## src/sv/pidaw_pkg.sv

```systemverilog
`timescale 1ns / 1ps
// ----------------------------------------------------------------------------
// pidaw_pkg
// Shared types and constants for the PID controller with anti-windup.
// ----------------------------------------------------------------------------
package pidaw_pkg;

  // Configuration port geometry
  localparam int unsigned CFG_INDEX_W = 3;
  localparam int unsigned CFG_DATA_W  = 16;

  // Register indexes on the configuration port
  typedef enum logic [CFG_INDEX_W-1:0] {
    REG_GAIN_PROP       = 3'd0,
    REG_GAIN_INT_STEP   = 3'd1,
    REG_GAIN_DERIV_STEP = 3'd2,
    REG_TARGET_VALUE    = 3'd3,
    REG_DRIVE_FLOOR     = 3'd4,
    REG_DRIVE_CEILING   = 3'd5
  } reg_index_t;

  // Reset value of the drive ceiling
  localparam logic signed [15:0] CEILING_RESET = 16'sd511;

  // Datapath widths (Q8.8 inputs, Q16.16 products)
  localparam int unsigned ERR_W   = 17;
  localparam int unsigned DIFF_W  = 18;
  localparam int unsigned SUM_W   = 32;
  localparam int unsigned TOTAL_W = 51;
  localparam int unsigned FRAC_W  = 16;

  localparam logic signed [SUM_W-1:0] SUM_MAX = {1'b0, {(SUM_W-1){1'b1}}};
  localparam logic signed [SUM_W-1:0] SUM_MIN = {1'b1, {(SUM_W-1){1'b0}}};

  // Clamp status codes on the result
  typedef enum logic [1:0] {
    CLAMP_NONE    = 2'd0,
    CLAMP_CEILING = 2'd1,
    CLAMP_FLOOR   = 2'd2
  } clamp_status_t;

endpackage

```

## src/sv/pid_antiwindup_controller_unit.sv

```systemverilog
`timescale 1ns / 1ps
// ----------------------------------------------------------------------------
// pid_antiwindup_controller_unit
// Positional PID step with saturating error sum and conditional anti-windup.
// ----------------------------------------------------------------------------
// Each accepted measurement is captured in an input register; when it
// advances, the error, saturated sum, three gain products, clamp and
// state update are evaluated in one pass and the result is loaded into
// the output register. The block takes one item per cycle while the
// output is not stalled. The throughput is set by the error-sum feedback
// loop, which closes through the integral multiply (16 x 32 bits) and the
// clamp compare with no register between. A clear item zeroes the error
// sum and previous error and gives no result. Write configuration only
// while no item is in flight.
// ----------------------------------------------------------------------------
module pid_antiwindup_controller_unit (
  input  logic                               clk,
  input  logic                               rst,
  // configuration write port
  input  logic                               cfg_wr_en,
  input  logic [pidaw_pkg::CFG_INDEX_W-1:0]  cfg_index,
  input  logic [pidaw_pkg::CFG_DATA_W-1:0]   cfg_data,
  // input channel
  input  logic                               in_valid,
  output logic                               in_stall,
  input  logic signed [15:0]                 measurement,
  input  logic                               clear_state,
  // result channel
  output logic                               out_valid,
  input  logic                               out_stall,
  output logic signed [15:0]                 drive_value,
  output logic [1:0]                         clamp_status
);

  // Configuration registers
  logic [15:0]        gain_prop;
  logic [15:0]        gain_int_step;
  logic [15:0]        gain_deriv_step;
  logic signed [15:0] target_value;
  logic signed [15:0] drive_floor;
  logic signed [15:0] drive_ceiling;

  // Controller state
  logic signed [pidaw_pkg::SUM_W-1:0] error_sum;
  logic signed [pidaw_pkg::ERR_W-1:0] previous_error;

  // Input register
  logic               item_valid;
  logic signed [15:0] item_meas;
  logic               item_clear;

  // Handshake
  logic in_xfer;
  logic out_free;
  logic item_advance;

  // Datapath
  logic signed [pidaw_pkg::ERR_W-1:0]   err;
  logic signed [pidaw_pkg::SUM_W:0]     sum_wide;
  logic signed [pidaw_pkg::SUM_W-1:0]   sum_next;
  logic signed [pidaw_pkg::DIFF_W-1:0]  err_diff;
  logic signed [33:0]                   prod_p;
  logic signed [48:0]                   prod_i;
  logic signed [34:0]                   prod_d;
  logic signed [pidaw_pkg::TOTAL_W-1:0] total;
  logic signed [pidaw_pkg::TOTAL_W-1:0] ceil_q;
  logic signed [pidaw_pkg::TOTAL_W-1:0] floor_q;
  logic signed [15:0]                   drive_next;
  pidaw_pkg::clamp_status_t             status_next;

  // Configuration writes; indexes beyond the list are dropped
  always_ff @(posedge clk) begin
    if (rst) begin
      gain_prop       <= '0;
      gain_int_step   <= '0;
      gain_deriv_step <= '0;
      target_value    <= '0;
      drive_floor     <= '0;
      drive_ceiling   <= pidaw_pkg::CEILING_RESET;
    end else if (cfg_wr_en) begin
      case (pidaw_pkg::reg_index_t'(cfg_index))
        pidaw_pkg::REG_GAIN_PROP:       gain_prop       <= cfg_data;
        pidaw_pkg::REG_GAIN_INT_STEP:   gain_int_step   <= cfg_data;
        pidaw_pkg::REG_GAIN_DERIV_STEP: gain_deriv_step <= cfg_data;
        pidaw_pkg::REG_TARGET_VALUE:    target_value    <= cfg_data;
        pidaw_pkg::REG_DRIVE_FLOOR:     drive_floor     <= cfg_data;
        pidaw_pkg::REG_DRIVE_CEILING:   drive_ceiling   <= cfg_data;
        default: ;
      endcase
    end
  end

  // Handshake: clear items never wait for the output register
  assign out_free     = !out_valid || !out_stall;
  assign item_advance = item_valid && (item_clear || out_free);
  assign in_stall     = item_valid && !item_advance;
  assign in_xfer      = in_valid && !in_stall;

  // Input register: load on transfer, drop when the item advances
  always_ff @(posedge clk) begin
    if (rst) begin
      item_valid <= 1'b0;
    end else if (in_xfer) begin
      item_valid <= 1'b1;
    end else if (item_advance) begin
      item_valid <= 1'b0;
    end
  end

  always_ff @(posedge clk) begin
    if (in_xfer) begin
      item_meas  <= measurement;
      item_clear <= clear_state;
    end
  end

  // Error and saturating sum
  always_comb begin
    err      = {target_value[15], target_value} - {item_meas[15], item_meas};
    sum_wide = {error_sum[pidaw_pkg::SUM_W-1], error_sum}
             + {{(pidaw_pkg::SUM_W+1-pidaw_pkg::ERR_W){err[pidaw_pkg::ERR_W-1]}}, err};
    if (sum_wide[pidaw_pkg::SUM_W] != sum_wide[pidaw_pkg::SUM_W-1]) begin
      sum_next = sum_wide[pidaw_pkg::SUM_W] ? pidaw_pkg::SUM_MIN : pidaw_pkg::SUM_MAX;
    end else begin
      sum_next = sum_wide[pidaw_pkg::SUM_W-1:0];
    end
    err_diff = {err[pidaw_pkg::ERR_W-1], err}
             - {previous_error[pidaw_pkg::ERR_W-1], previous_error};
  end

  // Gain products and Q35.16 total
  always_comb begin
    prod_p = 34'(signed'({1'b0, gain_prop}))       * 34'(err);
    prod_i = 49'(signed'({1'b0, gain_int_step}))   * 49'(sum_next);
    prod_d = 35'(signed'({1'b0, gain_deriv_step})) * 35'(err_diff);
    total  = pidaw_pkg::TOTAL_W'(prod_p) + pidaw_pkg::TOTAL_W'(prod_i)
           + pidaw_pkg::TOTAL_W'(prod_d);
  end

  // Clamp: ceiling is tested first
  always_comb begin
    ceil_q  = {{(pidaw_pkg::TOTAL_W-16-pidaw_pkg::FRAC_W){drive_ceiling[15]}},
               drive_ceiling, {pidaw_pkg::FRAC_W{1'b0}}};
    floor_q = {{(pidaw_pkg::TOTAL_W-16-pidaw_pkg::FRAC_W){drive_floor[15]}},
               drive_floor, {pidaw_pkg::FRAC_W{1'b0}}};
    priority if (total > ceil_q) begin
      drive_next  = drive_ceiling;
      status_next = pidaw_pkg::CLAMP_CEILING;
    end else if (total < floor_q) begin
      drive_next  = drive_floor;
      status_next = pidaw_pkg::CLAMP_FLOOR;
    end else begin
      drive_next  = total[pidaw_pkg::FRAC_W+15:pidaw_pkg::FRAC_W];
      status_next = pidaw_pkg::CLAMP_NONE;
    end
  end

  // State update; hold the old sum on any clamp
  always_ff @(posedge clk) begin
    if (rst) begin
      error_sum      <= '0;
      previous_error <= '0;
    end else if (item_advance) begin
      if (item_clear) begin
        error_sum      <= '0;
        previous_error <= '0;
      end else begin
        previous_error <= err;
        if (status_next == pidaw_pkg::CLAMP_NONE) begin
          error_sum <= sum_next;
        end
      end
    end
  end

  // Output register
  always_ff @(posedge clk) begin
    if (rst) begin
      out_valid <= 1'b0;
    end else if (item_advance && !item_clear) begin
      out_valid <= 1'b1;
    end else if (!out_stall) begin
      out_valid <= 1'b0;
    end
  end

  always_ff @(posedge clk) begin
    if (item_advance && !item_clear) begin
      drive_value  <= drive_next;
      clamp_status <= status_next;
    end
  end

endmodule

```

## config.mk

```make
export PLATFORM = sky130hd
export DESIGN_NAME = pid_antiwindup_controller_unit
export DESIGN_NICKNAME = d
export VERILOG_FILES = /design/src/sv/pidaw_pkg.sv /design/src/sv/pid_antiwindup_controller_unit.sv
export SDC_FILE = /design/constraint.sdc
export NUM_CORES = 2
export LEC_CHECK = 0
export BUFFER_PORTS_ARGS = -buffer_cell sky130_fd_sc_hd__buf_2
export CAP_MARGIN = 30
export CORE_ASPECT_RATIO = 1.1
export CORE_UTILIZATION = 60
export DETAILED_ROUTE_END_ITERATION = 12
export PLACE_DENSITY_LB_ADDON = 0.2
export SKIP_CTS_REPAIR_TIMING = 1
export SLEW_MARGIN = 20
export SYNTH_ARGS = -nofsm -noshare
export SYNTH_HDL_FRONTEND = slang
export SYNTH_SLANG_ARGS = --single-unit
export TNS_END_PERCENT = 5
```

## constraint.sdc

```tcl
create_clock -name clk -period 17.7 [get_ports clk]
set_input_delay 0.885 -clock clk [delete_from_list [all_inputs] [get_ports clk]]
set_output_delay 0.885 -clock clk [all_outputs]
set_load 0.02 [all_outputs]
```

== Yosys cells after proc, flatten, opt, wreduce, memory -nomap -nowiden ==
Index checks and enable logic that the tools add are counted.

* Bits in registers: 182
* Input port bits: 41
* Output and inout bits: 20
* Logic and storage cells: 66

* $add $sub $neg: 5
* Multipliers: 3
* Magnitude comparators: 2
* Eq/ne operators: 7
* Mux-type cells: 13
* Reductions and logical operators: 22

{| class="wikitable"
|+ Operator list
! kind !! number
|-
| $mux 32 || 4
|-
| $add 50x35->51 || 1
|-
| $gt 51x32->1 || 1
|-
| $lt 51x32->1 || 1
|-
| $add 34x49->50 || 1
|-
| $mul 17x32->49 || 1
|-
| $mul 17x18->35 || 1
|-
| $mul 17x17->34 || 1
|-
| $add 32x17->33 || 1
|-
| $mux 16 || 2
|-
| $sub 17x17->18 || 1
|-
| $mux 17 || 1
|-
| $sub 16x16->17 || 1
|-
| $reduce_and 2->1 || 7
|-
| $eq 3x2->1 const B || 2
|-
| $eq 3x3->1 const B || 2
|-
| $logic_not 1->1 || 5
|-
| $logic_and 1x1->1 || 4
|-
| $mux 1 || 4
|-
| $mux 2 || 2
|-
| $reduce_bool 2->1 || 2
|-
| $eq 3x1->1 const B || 1
|-
| $logic_not 3->1 || 1
|-
| $logic_not 2->1 || 1
|-
| other kinds (3) || 4
|}

== Logic depth before layout (Yosys ltp) ==
* Depth in word-level cells: 13
* Depth in mapped cells: 69
* Gate-level depth less buffers: 63

== Worst setup path before layout ==
Ideal clock, no wire load.

* Kind: register to register
* Start point: register item_meas[2]
* End point: register error_sum[16] (netlist name)
* Setup time: 0.114 ns
* Data arrival time: 14.966 ns
* Data required time: 17.586 ns
* Path slack: 2.619 ns
* Cell stages (with the launch flop): 61
* Buffers on the path: 5
* Clock period less this slack: 15.081 ns
* Path through: edfxtp_1 inv_1 ha_1 nor2b_1 o21a_1 o21ai_0 a211o_1 nand3_1 nand2_1 o21ai_0 o2bb2ai_1 clkbuf_1 ha_1 a21o_1 a21o_1 o21bai_1 a221oi_1 nor2_1 (+25 left out) o221ai_1 a21oi_1 o21ai_1 o31ai_1 a31oi_1 a21oi_1 xnor2_1 ha_1 a21o_1 a21o_1 a221o_1 a2111oi_0 a21oi_1 o22a_1 a21boi_2 o31ai_4 buf_4 a2bb2o_4

* Word-level cells in the longest chain between the ends: 13
* Elaborated cells on any way between the ends: 20
* Those cells by class: add/sub (5); mul (3); order compare (2); eq/ne (1); mux (6); reduce/logical (3)

{| class="wikitable"
|+ Ends and longest elaborated chain
! item !! RTL line !! source
|-
| start: declaration || pid_antiwindup_controller_unit.sv:49 || <nowiki>logic signed [15:0] item_meas;</nowiki>
|-
| start signal: assignment || pid_antiwindup_controller_unit.sv:112 || <nowiki>item_meas <= measurement;</nowiki>
|-
| $sub 16x16->17 * || pid_antiwindup_controller_unit.sv:119 || <nowiki>err = {target_value[15], target_value} - {item_meas[15], item_meas};</nowiki>
|-
| $add 32x17->33 || pid_antiwindup_controller_unit.sv:121 || <nowiki>+ {{(pidaw_pkg::SUM_W+1-pidaw_pkg::ERR_W){err[pidaw_pkg::ERR_W-1]}}, err};</nowiki>
|-
| $mux 32 or $ne 1x1->1 (tied branches) || pid_antiwindup_controller_unit.sv:123, pid_antiwindup_controller_unit.sv:122 ||
|-
| $mux 32 || pid_antiwindup_controller_unit.sv:122 || <nowiki>if (sum_wide[pidaw_pkg::SUM_W] != sum_wide[pidaw_pkg::SUM_W-1]) begin</nowiki>
|-
| $mul 17x32->49 || pid_antiwindup_controller_unit.sv:134 || <nowiki>prod_i = 49'(signed'({1'b0, gain_int_step})) * 49'(sum_next);</nowiki>
|-
| $add 34x49->50 || pid_antiwindup_controller_unit.sv:136 || <nowiki>total = pidaw_pkg::TOTAL_W'(prod_p) + pidaw_pkg::TOTAL_W'(prod_i)</nowiki>
|-
| $add 50x35->51 || pid_antiwindup_controller_unit.sv:137 || <nowiki>+ pidaw_pkg::TOTAL_W'(prod_d);</nowiki>
|-
| $lt 51x32->1 || pid_antiwindup_controller_unit.sv:149 || <nowiki>end else if (total < floor_q) begin</nowiki>
|-
| $mux 2 || pid_antiwindup_controller_unit.sv:149 ||
|-
| $mux 2 || pid_antiwindup_controller_unit.sv:146 || <nowiki>priority if (total > ceil_q) begin</nowiki>
|-
| $logic_not 2->1 || pid_antiwindup_controller_unit.sv:169 || <nowiki>if (status_next == pidaw_pkg::CLAMP_NONE) begin</nowiki>
|-
| $reduce_bool 2->1 (no source line) || -- ||
|-
| $reduce_and 2->1 (no source line) || -- ||
|-
| end signal: assignment || pid_antiwindup_controller_unit.sv:170 || <nowiki>error_sum <= sum_next;</nowiki>
|-
| end: declaration || pid_antiwindup_controller_unit.sv:44 || <nowiki>logic signed [pidaw_pkg::SUM_W-1:0] error_sum;</nowiki>
|}

Mark *: on every way between the ends. The rest lies on a longest branch, timed or not. The select of a mux whose other input is x is not followed.
A chain may end at the register's enable or synchronous reset.

== Worst setup path in the final report ==
* Start point: register item_meas[0]
* End point: register error_sum[8] (netlist name)

Same word-level chain as after synthesis.

==> summary.md <==
| Metric | Value |
|---|---|
| Sum Neg Setup Slack | 0 ns |
| Clock power frac | 0.048 |
| H-tree depth | 4 |
| Dpl hpwl | 123000 um |
| Post-Syn Instances | 5822 |
| # setup viols final | 0 |
| Req. time, crit path | 18.12 ns |
| Min Tclk post-route | 16.78 ns |
| PwrDens | 152 nW/um^2 |
| Most used cell, CP | fa_1 |
| Post-synthesis mux area share | 0.0106 |
| Switching power | 5.03 mW |
| First-pass GRT wire length | 236000 um |
| Total core area | 86800 um^2 |
| Sequential area share after synthesis | 0.0755 |
| Routed vias | 39731 |
| Vias in the first global route | 42343 |
| Share of layout cells above drive strength 1 | 0.0532 |
| Pin count of the biggest net entering global routing | 81 |
| Max-Cap Viols | 0 |
| RSZ-0062 raised after global routing | false |
| Number of flops mapped to enable cells by yosys | 35 |
| Part of the power in registers | 0.069 |
| 1st-iter DRT viols | 3184 |
| Largest cells by area after synthesis | fa_1 (45%), ha_1 (11%), inv_1 (9.5%), nand2_1 (5.9%), dfxtp_1 (5.6%) |
| Logic pwr share | 0.882 |
| Crit-path max cell delay | 0.78 ns |
| XOR/XNOR Fraction of Synth Area | 0.0142 |
| I/O Pins | 61 |
| NumNets Final | 7472 |
| Cell taking the most area after synthesis | fa_1 |
| FILL cells | 7358 |
| Peak VDD IR | 0.401 mV |
| Total Routing Usage GR | 0.349 |
| Drt total wl | 149000 um |
| Adder-cell share of the synthesized area | 0.562 |
| Num rows | 113 |
| Slew Viols, Final | 0 |
| Initial Util | 0.609 |
| Syn nets | 7520 |
| # clock sinks | 182 |
| Sw Ratio | 0.596 |
| CTS root buffer | clkbuf_16 |
| Total grt overflow | 0 |
| Synth warn | 0 |
| Mapped cell area | 52900 um^2 |
| Commonest non-fill, non-tap cell in the layout | inv_1 |
| Longest Clk Path Bufs | 2 |
| P&R area growth vs syn | 5.01% |
| Worst Skew | 0.0177 ns |
| Hold Crit Class | register to register |
| Largest family of logic cells by synthesized area | adder cells |
| Clk slew on worst S/H paths | 0.08 ns |
| CP endpoint kind | register |
| Antenna violations before repair | 4 |
| Crit path kind | register to register |
| #FFs+latches synth | 182 |
| Top FF cell, synth | dfxtp_1 |
| Clock latency on the worst-skew pair | 0.48 ns |
| TritonCTS clock tree | done |
| Top cell type's share of synthesized area | 0.453 |
| Critical Path AT | 17.20 ns |
| Detailed Routing Iterations Pass 1 | 9 |
| Die H | 313 um |
| Fraction of the cycle the final worst path needs | 0.948 |
| Post-route DRC | 0 |
| Total Power | 8.44 mW |
| Final RePlAce weighted congestion | 1.05 |
| Lkg Pwr | 28.0 nW |
| Slowest cell on crit path | o31ai_2 |
| WL per Instance | 21.5 um |
| Max Fclk | 59.6 MHz |
| Pint | 3.41 mW |
| Die X | 285 um |
| Hold Vio Cnt, Final | 0 |
| Post-Synth Simple-Gate Area | 0.150 |
| Routed Antenna Nets | 0 |
| Outcome | finished, final reports clean |
| Drt via density | 5.72 |
| Async set-reset flop share out of synthesis | 0 |
| Num CTS Buffers | 17 |
| Commonest cells after routing, fill and taps aside | inv_1 (1340), fa_1 (1198), nand2_1 (828) |
| Crit path launch type | register |
| Port Buffer Count | 60 |
| Yosys cell types | 79 |
| Die Area | 89400 um^2 |
| Syn_area_per_cell | 9.09 um^2 |
| Worst slew pin tran | 1.05 ns |
| Worst Path Max Fanout | 36 |
| Compound-Gate Fraction of Synth Area | 0.0739 |
| Max-slew headroom | 0.300 |
layer usage:
layer / share of wire / GRT usage
met2: 0.50 / 0.608
met5: 0.000087 / 0
met4: 0.080 / 0.229
met1: 0.35 / 0.410
met3: 0.064 / 0.0390
final timing paths:
| kind | from | cells past startpoint | slack, ns | endpoint |
|---|---|---|---|---|
| setup reg to reg | item_meas[0]$_DFFE_PP_ | 60 | 0.92 | error_sum[8]$_SDFFE_PP0P_ |
| setup / recovery | item_meas[0]$_DFFE_PP_ | 60 | 0.92 | error_sum[8]$_SDFFE_PP0P_ |
| hold reg to reg | error_sum[25]$_SDFFE_PP0P_ | 2 | 0.45 | error_sum[25]$_SDFFE_PP0P_ |
| hold / removal | error_sum[25]$_SDFFE_PP0P_ | 2 | 0.45 | error_sum[25]$_SDFFE_PP0P_ |
cells in the mapped netlist, types with 11 or more instances:
cell       count
o21a_1        34
a211o_1       11
a31oi_1       18
o2bb2ai_1     30
and2_1       420
fa_1        1198
inv_1       1340
o21bai_1      15
nand4_1       21
xnor2_1       61
xor2_1        25
a21oi_1      195
a21o_1        62
nand2b_1      61
o21ai_0       82
and3_1        26
nand3_1       70
mux2i_1       21
dfxtp_1      147
mux2_2        31
nor2b_1       59
a211oi_1      12
nor2_1        93
buf_2         18
o31ai_1       16
ha_1         459
nand2_1      828
clkbuf_1     227
a22oi_1       13
nor3_1        34
o211ai_1      24
edfxtp_1      35
o21ai_1       25
power by group through the flow:
stage,combinational (mW),sequential [mW],clock (mW)
2_1_floorplan,4.86,0.607,0
3_3_place_gp,7.12,0.596,0
6_report,7.44,0.586,0.409
3_5_place_dp,7.27,0.593,0
5_1_grt,8.15,0.591,0.428
4_1_cts,7.32,0.586,0.414
metrics by stage:
| step | area [um^2] | hold slack [ns] | util | std cells | setup WS, ns |
|---|---|---|---|---|---|
| 2_1_floorplan | 52900 | 0.427 | - | 5822 | 2.62 |
| 4_1_cts | 55400 | 0.454 | 0.638 | 6933 | 0.162 |
| 6_report | 55600 | 0.453 | 0.640 | 6940 | 0.920 |
| 3_5_place_dp | 54800 | 0.440 | 0.632 | 6901 | 0.207 |
| 3_3_place_gp | 54800 | 0.438 | 0.631 | 6894 | 0.467 |
| 5_1_grt | 55500 | 0.468 | 0.640 | 6937 | 0.139 |
worst max-delay path: cells and delay by family, from the launching register on:
family	cells	cell delay, ns
AO/OA/AOI/OAI	22	5.51
AND/OR/NAND/NOR	10	1.97
buffers and inverters	12	1.87
flip-flops	1	0.38
XOR/XNOR	1	0.68
adder cells (fa/ha/maj)	15	6.19
area by class of cell:
class	count	area, um^2	share of cell area
Clock inverter	14	168	0.00302
Inverter	1340	5030	0.0905
Multi-Input combinational cell	4048	43200	0.777
Sequential cell	182	4000	0.0721
Clock buffer	18	429	0.00773
Tap cell	1150	1440	0.0259
Timing Repair Buffer	185	1320	0.0238
Antenna cell	3	7.51	0.000135
registers in the layout, summed over array words and instances, names as in the netlist:
| name | cells |
|---|---|
| item_valid | 1 |
| out_valid | 1 |
| target_value | 16 |
| previous_error | 17 |
| gain_deriv_step | 16 |
| item_clear | 1 |
| drive_ceiling | 16 |
| error_sum | 32 |
| clamp_status | 2 |
| gain_int_step | 16 |
| drive_floor | 16 |
| gain_prop | 16 |
| drive_value | 16 |
| item_meas | 16 |
kinds of logic (layout without fill, tap and decap cells):
kind of cell	after synthesis	count (layout)
adder cells (fa/ha/maj)	1657	1657
flip-flops	182	182
XOR/XNOR	86	86
AND/OR/NAND/NOR	1654	1654
other	0	3
AO/OA/AOI/OAI	599	599
multiplexers	52	52
buffers and inverters	1592	1557
No activity file was read; power rests on OpenSTA's default activity.
